**src/rtl/ied_pkg.sv**
```systemverilog
// Shared types and constants of the eight-channel input debouncer.
package ied_pkg;

    // Largest number of channels one port sample can feed
    localparam int unsigned MAX_CHANNELS = 8;

    // Port sample, count, relay and channel number widths
    localparam int unsigned SAMPLE_W = 8;
    localparam int unsigned COUNT_W  = 8;
    localparam int unsigned RELAY_W  = 4;
    localparam int unsigned CHAN_W   = 4;

    // APB port shape
    localparam int unsigned APB_ADDR_W = 4;
    localparam int unsigned APB_DATA_W = 32;

    // Register indexes (word address = byte address / 4)
    localparam logic [1:0] REG_TRIP_THRESHOLD = 2'd0;
    localparam logic [1:0] REG_RELAY_BITS     = 2'd1;
    localparam logic [1:0] REG_CUSTOM_MAPPING = 2'd2;

    // Reset values of the registers
    localparam logic [COUNT_W-1:0] THRESHOLD_RESET = 8'd3;
    localparam logic [RELAY_W-1:0] RELAY_RESET     = 4'd0;

    // Saturation point of the run counter
    localparam logic [COUNT_W-1:0] COUNT_MAX = 8'hFF;

    // Configuration seen by the datapath
    typedef struct packed {
        logic [COUNT_W-1:0] trip_threshold;
        logic [RELAY_W-1:0] relay_bits;
        logic               custom_mapping;
    } cfg_t;

    // Change found by one channel lane on the current sample
    typedef struct packed {
        logic hit;
        logic level;
    } lane_evt_t;

endpackage

```
**src/rtl/ied_if.sv**
```systemverilog
// Valid/ready channel interfaces for port samples and change events.
interface ied_sample_if;
    logic                             valid;
    logic                             ready;
    logic [ied_pkg::SAMPLE_W-1:0]     port_sample;
    logic                             report_events;

    modport source (output valid, output port_sample, output report_events, input ready);
    modport sink   (input valid, input port_sample, input report_events, output ready);
endinterface

interface ied_event_if;
    logic                         valid;
    logic                         ready;
    logic [ied_pkg::CHAN_W-1:0]   channel_number;
    logic                         new_level;
    logic                         last_event;

    modport source (output valid, output channel_number, output new_level,
                    output last_event, input ready);
    modport sink   (input valid, input channel_number, input new_level,
                    input last_event, output ready);
endinterface

```
**src/rtl/ied_regs.sv**
```systemverilog
// APB configuration registers of the debouncer.
module ied_regs
(
    input  logic                              clk,
    input  logic                              rst_n,
    input  logic                              psel,
    input  logic                              penable,
    input  logic                              pwrite,
    input  logic [ied_pkg::APB_ADDR_W-1:0]    paddr,
    input  logic [ied_pkg::APB_DATA_W-1:0]    pwdata,
    output logic [ied_pkg::APB_DATA_W-1:0]    prdata,
    output logic                              pready,
    output ied_pkg::cfg_t                     cfg
);

    ied_pkg::cfg_t cfg_reg;
    ied_pkg::cfg_t cfg_next;
    logic          wr_en;
    logic [1:0]    reg_idx;

    assign pready  = 1'b1;
    assign wr_en   = psel && penable && pwrite;
    assign reg_idx = paddr[3:2];

    // Decode the write
    always_comb
    begin
        cfg_next = cfg_reg;
        if (wr_en)
        begin
            unique case (reg_idx)
                ied_pkg::REG_TRIP_THRESHOLD:
                    cfg_next.trip_threshold = pwdata[ied_pkg::COUNT_W-1:0];
                ied_pkg::REG_RELAY_BITS:
                    cfg_next.relay_bits = pwdata[ied_pkg::RELAY_W-1:0];
                ied_pkg::REG_CUSTOM_MAPPING:
                    cfg_next.custom_mapping = pwdata[0];
                default:
                    cfg_next = cfg_reg;
            endcase
        end
    end

    // Hold the registers
    always_ff @(posedge clk or negedge rst_n)
    begin
        if (!rst_n)
        begin
            cfg_reg.trip_threshold <= ied_pkg::THRESHOLD_RESET;
            cfg_reg.relay_bits     <= ied_pkg::RELAY_RESET;
            cfg_reg.custom_mapping <= 1'b0;
        end
        else
        begin
            cfg_reg <= cfg_next;
        end
    end

    // Read back the addressed register
    always_comb
    begin
        unique case (reg_idx)
            ied_pkg::REG_TRIP_THRESHOLD:
                prdata = ied_pkg::APB_DATA_W'(cfg_reg.trip_threshold);
            ied_pkg::REG_RELAY_BITS:
                prdata = ied_pkg::APB_DATA_W'(cfg_reg.relay_bits);
            ied_pkg::REG_CUSTOM_MAPPING:
                prdata = ied_pkg::APB_DATA_W'(cfg_reg.custom_mapping);
            default:
                prdata = '0;
        endcase
    end

    assign cfg = cfg_reg;

endmodule

```
**src/rtl/ied_lane.sv**
```systemverilog
// One debounce lane: saturating run counter and tripped flag of a channel.
module ied_lane
(
    input  logic                           clk,
    input  logic                           rst_n,
    input  logic                           step,
    input  logic                           active,
    input  logic [ied_pkg::COUNT_W-1:0]    trip_threshold,
    output ied_pkg::lane_evt_t             evt
);

    logic [ied_pkg::COUNT_W-1:0] count_reg;
    logic [ied_pkg::COUNT_W-1:0] count_next;
    logic                        tripped_reg;
    logic                        tripped_next;
    logic [ied_pkg::COUNT_W-1:0] count_inc;

    // Saturate the run count
    assign count_inc = (count_reg == ied_pkg::COUNT_MAX) ? count_reg
                                                         : count_reg + 1'b1;

    // Trip on reaching the threshold, release at once on an idle sample
    always_comb
    begin
        evt.hit   = 1'b0;
        evt.level = active;
        if (active)
        begin
            count_next   = count_inc;
            tripped_next = tripped_reg;
            if (count_inc >= trip_threshold && !tripped_reg)
            begin
                tripped_next = 1'b1;
                evt.hit      = 1'b1;
            end
        end
        else
        begin
            count_next   = '0;
            tripped_next = 1'b0;
            evt.hit      = tripped_reg;
        end
    end

    // Advance on each accepted sample
    always_ff @(posedge clk or negedge rst_n)
    begin
        if (!rst_n)
        begin
            count_reg   <= '0;
            tripped_reg <= 1'b0;
        end
        else if (step)
        begin
            count_reg   <= count_next;
            tripped_reg <= tripped_next;
        end
    end

endmodule

```
**src/rtl/ied_merge.sv**
```systemverilog
// Event merge: queue the lane changes of one sample and drain one per beat.
module ied_merge #(
    parameter int unsigned CHANNELS = ied_pkg::MAX_CHANNELS
)
(
    input  logic                  clk,
    input  logic                  rst_n,
    input  logic                  load,
    input  logic [CHANNELS-1:0]   hit_mask,
    input  logic [CHANNELS-1:0]   levels,
    output logic                  ready,
    ied_event_if.source           event_chan
);

    logic [CHANNELS-1:0]         pend_reg;
    logic [CHANNELS-1:0]         pend_next;
    logic [CHANNELS-1:0]         level_reg;
    logic [CHANNELS-1:0]         level_next;
    logic [CHANNELS-1:0]         pend_rest;
    logic [CHANNELS-1:0]         pend_after;
    logic                        move;
    logic [ied_pkg::CHAN_W-1:0]  sel_chan;
    logic                        sel_level;

    logic                        out_valid_reg;
    logic                        out_valid_next;
    logic [ied_pkg::CHAN_W-1:0]  out_chan_reg;
    logic [ied_pkg::CHAN_W-1:0]  out_chan_next;
    logic                        out_level_reg;
    logic                        out_level_next;
    logic                        out_last_reg;
    logic                        out_last_next;

    // Pick the lowest pending channel
    always_comb
    begin
        sel_chan  = '0;
        sel_level = 1'b0;
        for (int c = CHANNELS - 1; c >= 0; c--)
        begin
            if (pend_reg[c])
            begin
                sel_chan  = ied_pkg::CHAN_W'(c + 1);
                sel_level = level_reg[c];
            end
        end
    end

    // Drop the lowest pending bit once it moves to the output register
    assign pend_rest  = pend_reg & (pend_reg - CHANNELS'(1));
    assign move       = (|pend_reg) && (!out_valid_reg || event_chan.ready);
    assign pend_after = move ? pend_rest : pend_reg;
    assign ready      = (pend_after == '0);

    always_comb
    begin
        pend_next  = load ? hit_mask : pend_after;
        level_next = load ? levels : level_reg;
    end

    // Load or retire the output beat
    always_comb
    begin
        out_valid_next = out_valid_reg;
        out_chan_next  = out_chan_reg;
        out_level_next = out_level_reg;
        out_last_next  = out_last_reg;
        if (move)
        begin
            out_valid_next = 1'b1;
            out_chan_next  = sel_chan;
            out_level_next = sel_level;
            out_last_next  = (pend_rest == '0);
        end
        else if (event_chan.ready)
        begin
            out_valid_next = 1'b0;
        end
    end

    always_ff @(posedge clk or negedge rst_n)
    begin
        if (!rst_n)
        begin
            pend_reg      <= '0;
            out_valid_reg <= 1'b0;
        end
        else
        begin
            pend_reg      <= pend_next;
            out_valid_reg <= out_valid_next;
        end
    end

    always_ff @(posedge clk)
    begin
        level_reg     <= level_next;
        out_chan_reg  <= out_chan_next;
        out_level_reg <= out_level_next;
        out_last_reg  <= out_last_next;
    end

    assign event_chan.valid          = out_valid_reg;
    assign event_chan.channel_number = out_chan_reg;
    assign event_chan.new_level      = out_level_reg;
    assign event_chan.last_event     = out_last_reg;

endmodule

```
**src/rtl/eight_channel_input_debouncer_top.sv**
```systemverilog
// Top level of the eight-channel input debouncer.
// Each beat on sample_chan is one raw, active-low port byte; it is inverted,
// shifted right by relay_bits unless custom_mapping is set, and bit c feeds
// channel lane c, which all update in the cycle the beat is accepted. Trips
// and releases of a sample are queued in the merge stage and leave on
// event_chan one per cycle while it is ready, lowest channel first, through
// an output register. A sample with no event is taken every cycle while no
// earlier event is pending; one with events holds the input until its last
// event enters the output register, and the next sample is taken while that
// event waits to be read. Registers sit at byte addresses 0, 4 and 8 of the
// APB port: trip_threshold, relay_bits, custom_mapping.
module eight_channel_input_debouncer_top #(
    parameter int unsigned CHANNELS = ied_pkg::MAX_CHANNELS
)
(
    input  logic                              clk,
    input  logic                              rst_n,
    ied_sample_if.sink                        sample_chan,
    ied_event_if.source                       event_chan,
    input  logic                              psel,
    input  logic                              penable,
    input  logic                              pwrite,
    input  logic [ied_pkg::APB_ADDR_W-1:0]    paddr,
    input  logic [ied_pkg::APB_DATA_W-1:0]    pwdata,
    output logic [ied_pkg::APB_DATA_W-1:0]    prdata,
    output logic                              pready
);

    ied_pkg::cfg_t                 cfg;
    logic                          accept;
    logic                          merge_ready;
    logic [ied_pkg::SAMPLE_W-1:0]  cond_sample;
    logic [CHANNELS-1:0]           hit_mask;
    logic [CHANNELS-1:0]           levels;
    ied_pkg::lane_evt_t            lane_evt [CHANNELS];

    ied_regs u_regs (
        .clk     (clk),
        .rst_n   (rst_n),
        .psel    (psel),
        .penable (penable),
        .pwrite  (pwrite),
        .paddr   (paddr),
        .pwdata  (pwdata),
        .prdata  (prdata),
        .pready  (pready),
        .cfg     (cfg)
    );

    assign sample_chan.ready = merge_ready;
    assign accept            = sample_chan.valid && merge_ready;

    // Invert, and drop the relay bits unless custom_mapping is set
    always_comb
    begin
        cond_sample = ~sample_chan.port_sample;
        if (!cfg.custom_mapping)
        begin
            if (cfg.relay_bits >= ied_pkg::RELAY_W'(ied_pkg::SAMPLE_W))
                cond_sample = '0;
            else
                cond_sample = cond_sample >> cfg.relay_bits;
        end
    end

    // One lane per channel
    for (genvar c = 0; c < CHANNELS; c++)
    begin : g_lane
        ied_lane u_lane (
            .clk            (clk),
            .rst_n          (rst_n),
            .step           (accept),
            .active         (cond_sample[c]),
            .trip_threshold (cfg.trip_threshold),
            .evt            (lane_evt[c])
        );

        assign hit_mask[c] = lane_evt[c].hit && sample_chan.report_events;
        assign levels[c]   = lane_evt[c].level;
    end

    ied_merge #(
        .CHANNELS (CHANNELS)
    ) u_merge (
        .clk        (clk),
        .rst_n      (rst_n),
        .load       (accept),
        .hit_mask   (hit_mask),
        .levels     (levels),
        .ready      (merge_ready),
        .event_chan (event_chan)
    );

endmodule
```
**src/flat_wrapper.sv**
```systemverilog
// flat-port wrapper written by rule: the top's interface ports become plain ports
module eight_channel_input_debouncer_top_flat 
#(
    parameter int unsigned CHANNELS = ied_pkg::MAX_CHANNELS
)
  (clk, rst_n, psel, penable, pwrite, paddr, pwdata, prdata, pready, sample_chan_valid, sample_chan_port_sample, sample_chan_report_events, sample_chan_ready, event_chan_valid, event_chan_channel_number, event_chan_new_level, event_chan_last_event, event_chan_ready);
  ied_sample_if sample_chan_i ();
  ied_event_if event_chan_i ();
  input  logic clk;
  input  logic rst_n;
  input  logic psel;
  input  logic penable;
  input  logic pwrite;
  input  logic [ied_pkg::APB_ADDR_W-1:0] paddr;
  input  logic [ied_pkg::APB_DATA_W-1:0] pwdata;
  output logic [ied_pkg::APB_DATA_W-1:0] prdata;
  output logic pready;
  input wire logic [$bits(sample_chan_i.valid)-1:0] sample_chan_valid;
  input wire logic [$bits(sample_chan_i.port_sample)-1:0] sample_chan_port_sample;
  input wire logic [$bits(sample_chan_i.report_events)-1:0] sample_chan_report_events;
  output wire logic [$bits(sample_chan_i.ready)-1:0] sample_chan_ready;
  output wire logic [$bits(event_chan_i.valid)-1:0] event_chan_valid;
  output wire logic [$bits(event_chan_i.channel_number)-1:0] event_chan_channel_number;
  output wire logic [$bits(event_chan_i.new_level)-1:0] event_chan_new_level;
  output wire logic [$bits(event_chan_i.last_event)-1:0] event_chan_last_event;
  input wire logic [$bits(event_chan_i.ready)-1:0] event_chan_ready;
  assign sample_chan_i.valid = sample_chan_valid;
  assign sample_chan_i.port_sample = sample_chan_port_sample;
  assign sample_chan_i.report_events = sample_chan_report_events;
  assign sample_chan_ready = sample_chan_i.ready;
  assign event_chan_valid = event_chan_i.valid;
  assign event_chan_channel_number = event_chan_i.channel_number;
  assign event_chan_new_level = event_chan_i.new_level;
  assign event_chan_last_event = event_chan_i.last_event;
  assign event_chan_i.ready = event_chan_ready;
  eight_channel_input_debouncer_top #(.CHANNELS(CHANNELS)) u_core (.clk(clk), .rst_n(rst_n), .sample_chan(sample_chan_i), .event_chan(event_chan_i), .psel(psel), .penable(penable), .pwrite(pwrite), .paddr(paddr), .pwdata(pwdata), .prdata(prdata), .pready(pready));
endmodule
```
**config.mk**
```make
export PLATFORM = sky130hd
export DESIGN_NAME = eight_channel_input_debouncer_top_flat
export DESIGN_NICKNAME = d
export VERILOG_FILES = /design/src/rtl/ied_pkg.sv /design/src/rtl/ied_if.sv /design/src/rtl/ied_regs.sv /design/src/rtl/ied_lane.sv /design/src/rtl/ied_merge.sv /design/src/rtl/eight_channel_input_debouncer_top.sv /design/src/flat_wrapper.sv
export SDC_FILE = /design/constraint.sdc
export NUM_CORES = 1
export LEC_CHECK = 0
export BUFFER_PORTS_ARGS = -buffer_cell sky130_fd_sc_hd__buf_4
export CORE_MARGIN = 4
export CORE_UTILIZATION = 40
export CTS_CLUSTER_DIAMETER = 150
export CTS_CLUSTER_SIZE = 40
export DETAILED_ROUTE_END_ITERATION = 7
export GPL_TIMING_DRIVEN = 0
export PLACE_DENSITY = 0.68
export SETUP_SLACK_MARGIN = 0.1
export SYNTH_ARGS = -nofsm -noshare
export SYNTH_HDL_FRONTEND = slang
export SYNTH_SLANG_ARGS = --single-unit
```
**constraint.sdc**
```tcl
create_clock -name clk -period 6 [get_ports clk]
set_clock_uncertainty 0.2 [all_clocks]
set_input_delay 0.9 -clock clk [delete_from_list [all_inputs] [get_ports clk]]
set_output_delay 0.9 -clock clk [all_outputs]
set_load 0.01 [all_outputs]
```
[Word-level counts from Yosys, hierarchy flattened]
Index checks and enable logic that the tools add are counted.
Widths: inputs -> output; s select.
Word-level totals
  input port bits: 52
  bits in registers: 108
  output and inout bits: 41
  word-level logic and storage cells: 184
Operators by class
  add/subtract/negate cells: 9
  shift operators: 1
  reduce and logical (&&, ||, !) cells: 48
  eq/ne operators: 18
  $lt $le $gt $ge: 9
  multiplexer cells: 70
  bitwise operators: 2
Operators with widths (number)
  $mux 8: 20
  $add 8x1->8 const B: 8
  $eq 8x8->1 const B: 8
  $ge 8x8->1: 8
  $mux 1: 42
  $pmux 8 s3: 1
  $reduce_and 2->1: 11
  $logic_and 1x1->1: 20
  $logic_not 8->1: 2
  $ne 2x1->1 const B: 8
  $mux 3: 4
  $logic_not 1->1: 9
  $and 8x8->8: 1
  $not 8->8: 1
  $reduce_or 8->1: 1
  $shr 8x4->8: 1
  $sub 8x1->8 const B: 1
  $reduce_or 7->1: 1
  $ge 4x4->1 const B: 1
  $mux 2: 2
  $mux 4: 1
  $reduce_or 3->1: 1
  $eq 2x1->1 const B: 1
  $eq 2x2->1 const B: 1
  other kinds (3): 3

[Longest topological paths before layout]
  depth in word-level cells: 8
  depth in mapped cells: 13
  gate-level depth less buffers: 13

[Modules after synthesis]
A second synthesis with hierarchy kept.
Unflattened totals
  cells, all modules: 1024
  area total of the unflattened synthesis: 8679.6 um^2
By module, submodules not included
  ied_lane: area an instance 797.0 um^2, times used 8, sequential area each 225.2 um^2, cells each 99
  ied_merge: area an instance 1077.3 um^2, times used 1, sequential area each 645.6 um^2, cells each 104
  ied_regs: area an instance 862.1 um^2, times used 1, sequential area each 327.8 um^2, cells each 74
  eight_channel_input_debouncer_top: area an instance 364.1 um^2, times used 1, sequential area each 0.0 um^2, cells each 54

[Worst setup path after synthesis]
OpenSTA, ideal clock, no wires.
  path kind: input to output
  from: in event_chan_ready
  to: out sample_chan_ready
  slack: 2.995 ns
  arrival time: 1.905 ns
  data required time: 4.900 ns
  cell stages on the path: 6
  cells stage by stage: nor2b_1 clkbuf_1 nand2b_1 a211oi_1 nor2_1 nor2_1
Between the ends
  longest elaborated chain between the ends: 4
Ends and longest elaborated chain
  start: declaration: RTL line flat_wrapper.sv:26  | input wire logic [$bits(event_chan_i.ready)-1:0] event_chan_ready;
  $logic_or 1x1->1: RTL line ied_merge.sv:51  | assign move = (|pend_reg) && (!out_valid_reg || event_chan.ready);
  $logic_and 1x1->1: RTL line ied_merge.sv:51
  $mux 8: RTL line ied_merge.sv:52  | assign pend_after = move ? pend_rest : pend_reg;
  $logic_not 8->1: RTL line ied_merge.sv:53  | assign ready = (pend_after == '0);
  end: declaration: RTL line flat_wrapper.sv:21  | output wire logic [$bits(sample_chan_i.ready)-1:0] sample_chan_ready;
No other way between the ends.

[Worst setup path in the final report]
  from: reg u_core.g_lane[4].u_lane.count_reg[0] (netlist bit)
  to: reg u_core.u_merge.pend_reg[4]
Between the ends
  longest elaborated chain between the ends: 8
  elaborated cells between the ends (all ways): 9
Ends and longest elaborated chain
  start: declaration: RTL line ied_lane.sv:12  | logic [ied_pkg::COUNT_W-1:0] count_reg;
  start signal: assignment: RTL line ied_lane.sv:55  | count_reg <= count_next;
  $add 8x1->8 or $eq 8x8->1 (tied branches): RTL line ied_lane.sv:20, ied_lane.sv:19
  $mux 8 *: RTL line ied_lane.sv:19  | assign count_inc = (count_reg == ied_pkg::COUNT_MAX) ? count_reg
  $ge 8x8->1 *: RTL line ied_lane.sv:31  | if (count_inc >= trip_threshold && !tripped_reg)
  $logic_and 1x1->1 *: RTL line ied_lane.sv:31
  $mux 1 *: RTL line ied_lane.sv:31
  $mux 1 *: RTL line ied_lane.sv:27  | if (active)
  $logic_and 1x1->1 *: RTL line eight_channel_input_debouncer_top.sv:78  | assign hit_mask[c] = lane_evt[c].hit && sample_chan.report_events;
  $mux 8 *: RTL line ied_merge.sv:57  | pend_next = load ? hit_mask : pend_after;
  via u_core.u_merge.pend_next[4]: RTL line ied_merge.sv:16  | logic [CHANNELS-1:0] pend_next;
  end signal: assignment: RTL line ied_merge.sv:90  | pend_reg <= pend_next;
  end: declaration: RTL line ied_merge.sv:15  | logic [CHANNELS-1:0] pend_reg;
The timed path passes the listed nets; every way through them passes the cells marked *.
A chain may end at the register's enable or synchronous reset.

==> flow_summary.yaml <==
sta:
  finalCritPeriodShare: 0.568
  hold_violations: 0
  slew_headroom: 0.184
  fmax_mhz: 293
  finalMaxSlewViolations: 0
  fin_tns_setup_ps: 0
  finalSetupViolations: 0
  rsz0062_at_grt: "false"
  layout_min_cycle_time_ps: 3410
  worst_slew_pin_slew_ps: 1210
flow_run:
  max_cap_viol_count: 0
outcome:
  outcome: "finished clean"
cells_and_area:
  largest_reg_flops: 64
  diodes: 0
  num-fill-cells: 1853
  syn2layout_area_growth_pct: 13.2
  stdcell_count: 1236
  fin_area_um2: 8940
  drive_gt1_frac: 0.157
  num-nets-final: 1090
setup_path:
  path_max_fanout: 8
  critPathLaunchType: "flip-flop"
  ff2ff_setup_slack_ps: 2590
  rr_startpoint: "u_core.g_lane[4].u_lane.count_reg[0]"
  crit_path_end_kind: "flip-flop"
  required_ps: 6080
  timing.rr.end: "u_core.u_merge.pend_reg[4]"
  worstPathArrival_ps: 3490
  reg2reg_depth: 12
  crit_type: "flip-flop to flip-flop"
clocking:
  cts_resized: 0
  cts_setup_buffers: 0
  cts_tree: "done"
  ctsHoldBuffers: 0
  cts.path.max_buffers: 2
  clock-sinks: 108
  clock_latency_ps: 360
  clkSlewWorstSetupHoldPaths_ps: 80
  cts_max_level: 3
  root_buffer: "clkbuf_16"
  cts_buffers: 9
route:
  dr.first_iter.drc_count: 475
  viasPerCell: 5.41
  vias: 6687
  wl_per_cell_um: 16.1
  drc: 0
  dr.pass1.iters: 5
  postRouteAntennaNets: 0
  finalWirelength_mm: 19.9
global_routing:
  grt_max_degree: 95
  grt_overflow: 0
  grt_pass1_vias: 6339
  grt_util_all_layers: 0.185
  antenna_found_initial: 0
  grt_pass1_wl_mm: 32.8
floorplan:
  initial_core_util: 0.406
  coreArea_um2: 19500
  dieArea_um2: 22100
  dieWidth_um: 149
  num_rows: 51
  dieHeight_um: 149
  ios: 93
placement:
  place_congestion: 0.876
  portBuffers: 41
  dpl.hpwl_mm: 14.1
  dp_cells: 1219
  place_area_um2: 8630
yosys:
  async_flop_share: 0.870
  ys.flop_type: "dfrtp_1"
  yosysWarnings: 0
  synth_edf_count: 14
  syn_area_um2: 7900
  synth-seq-cells: 108
  ys_types: 67
  synthCells: 890
  seq_area_frac_synth: 0.351
  syn_area_per_cell_um2: 8.88
worst_hold_path:
  hp-class: "flip-flop to flip-flop"
  hp-start: "u_core.u_regs.cfg[12]"
  min_to: "u_core.u_regs.cfg[12]"
  worstHoldPathCells: 1
pwr:
  vdd_drop_max_mv: 0.179
  p_leak_nw: 4.22
  power.density_nw_per_um2: 282
-- how the worst max path moves through the flow --
| stage | end | start | slack (ps) |
|---|---|---|---|
| after floorplan | sample_chan_ready | event_chan_ready | 2990 |
| final | u_core.u_merge.pend_reg[4] | u_core.g_lane[4].u_lane.count_reg[0] | 2590 |
| after global routing | u_core.u_merge.pend_reg[0] | u_core.g_lane[0].u_lane.count_reg[0] | 2370 |
| after global placement | u_core.g_lane[5].u_lane.count_reg[0] | event_chan_ready | 2580 |
| after detailed placement | u_core.g_lane[5].u_lane.count_reg[0] | event_chan_ready | 2570 |
| after CTS | u_core.u_merge.pend_reg[4] | u_core.g_lane[4].u_lane.count_reg[0] | 2620 |
-- layout make-up --
class	instances	area, µm²	area share
well taps	265	332	0.0371
multi-input cells	716	4720	0.528
plain buffers	60	382	0.0427
clock buffers	9	225	0.0252
flip-flops and latches	108	2780	0.310
repair buffers	42	328	0.0366
clock inverters	7	72.6	0.00811
inverters	29	109	0.0122
-- worst max-delay path, cell delays in order (launching register included) --
cell,delay (ps)
dfrtp_1,460
ha_1,270
and3_1,210
and3_1,200
nand3_1,260
nand4_1,170
xnor2_1,180
ha_1,290
nand4_1,80
or3_1,390
a211oi_1,280
mux2i_1,180
o21ai_0,170
-- layer usage --
| metal | wire length, µm | GRT usage | share of wire | vias up |
|---|---|---|---|---|
| met5 | 0 | 0 | 0 | - |
| met4 | 428 | 0.0517 | 0.021 | 0 |
| met3 | 1120 | 0.0329 | 0.056 | 29 |
| met2 | 9240 | 0.301 | 0.46 | 186 |
| met1 | 9160 | 0.255 | 0.46 | 3144 |
| li1 | - | - | - | 3328 |
-- per-stage QoR --
stage | utilization | hold WS [ps] | power (mW) | setup slack [ps]
2_1_floorplan | - | 275 | 1.62 | 2990
3_3_place_gp | 0.443 | 289 | 1.89 | 2580
3_5_place_dp | 0.443 | 296 | 1.92 | 2570
4_1_cts | 0.459 | 313 | 2.54 | 2620
5_1_grt | 0.460 | 326 | 2.71 | 2370
6_report | 0.460 | 305 | 2.52 | 2590
-- cells in the final DEF (no fill, tap or decap), types with 15 or more instances in the layout --
cell type	count
nand2_1	94
dfrtp_1	92
nor2_1	73
ha_1	72
buf_4	68
nand3_1	64
o21ai_0	63
a21oi_1	56
conb_1	25
mux2_2	24
inv_1	23
xnor2_1	18
and3_1	17
mux2i_1	16
nor3_1	15
-- logic make-up after synthesis --
kind of cell	share of synthesized area
AO/OA/AOI/OAI	0.167
XOR/XNOR	0.0266
adder cells (fa/ha/maj)	0.117
buffers and inverters	0.0621
flip-flops	0.351
multiplexers	0.0659
other	0.000950
AND/OR/NAND/NOR	0.210
-- synthesized netlist by cell type (all sizes together) (3+ instances only) --
| master | count | area, µm² |
|---|---|---|
| a211oi | 8 | 60.1 |
| a21o | 9 | 67.6 |
| a21oi | 56 | 280 |
| a221oi | 3 | 26.3 |
| a22o | 6 | 52.6 |
| a31o | 5 | 43.8 |
| a31oi | 11 | 68.8 |
| a32o | 3 | 30.0 |
| and2 | 14 | 87.6 |
| and3 | 17 | 106 |
| buf | 46 | 329 |
| clkbuf | 14 | 52.6 |
| clkinv | 5 | 18.8 |
| dfrtp | 92 | 2300 |
| edfxtp | 14 | 420 |
| ha | 72 | 901 |
| inv | 24 | 90.1 |
| mux2 | 24 | 270 |
| mux2i | 16 | 160 |
| mux4 | 4 | 90.1 |
| nand2 | 94 | 353 |
| nand2b | 14 | 87.6 |
| nand3 | 64 | 320 |
| nand4 | 10 | 62.6 |
| nor2 | 73 | 274 |
| nor2b | 14 | 87.6 |
| nor3 | 17 | 95.1 |
| nor3b | 4 | 35.0 |
| nor4 | 3 | 25.0 |
| o21a | 12 | 90.1 |
| o21ai | 68 | 344 |
| o22ai | 6 | 37.5 |
| o2bb2ai | 3 | 26.3 |
| o31ai | 7 | 52.6 |
| o32a | 3 | 30.0 |
| or2 | 3 | 18.8 |
| or3 | 5 | 36.3 |
| xnor2 | 18 | 158 |
| xor2 | 6 | 52.6 |
-- where the power goes --
| group | leakage, nW | switching, mW | internal (mW) |
|---|---|---|---|
| logic | 2.67 | 0.555 | 0.394 |
| registers | 1.41 | 0.0998 | 0.863 |
| clock network | 0.142 | 0.286 | 0.326 |
Note: power is estimated with default switching activity, not from simulation.
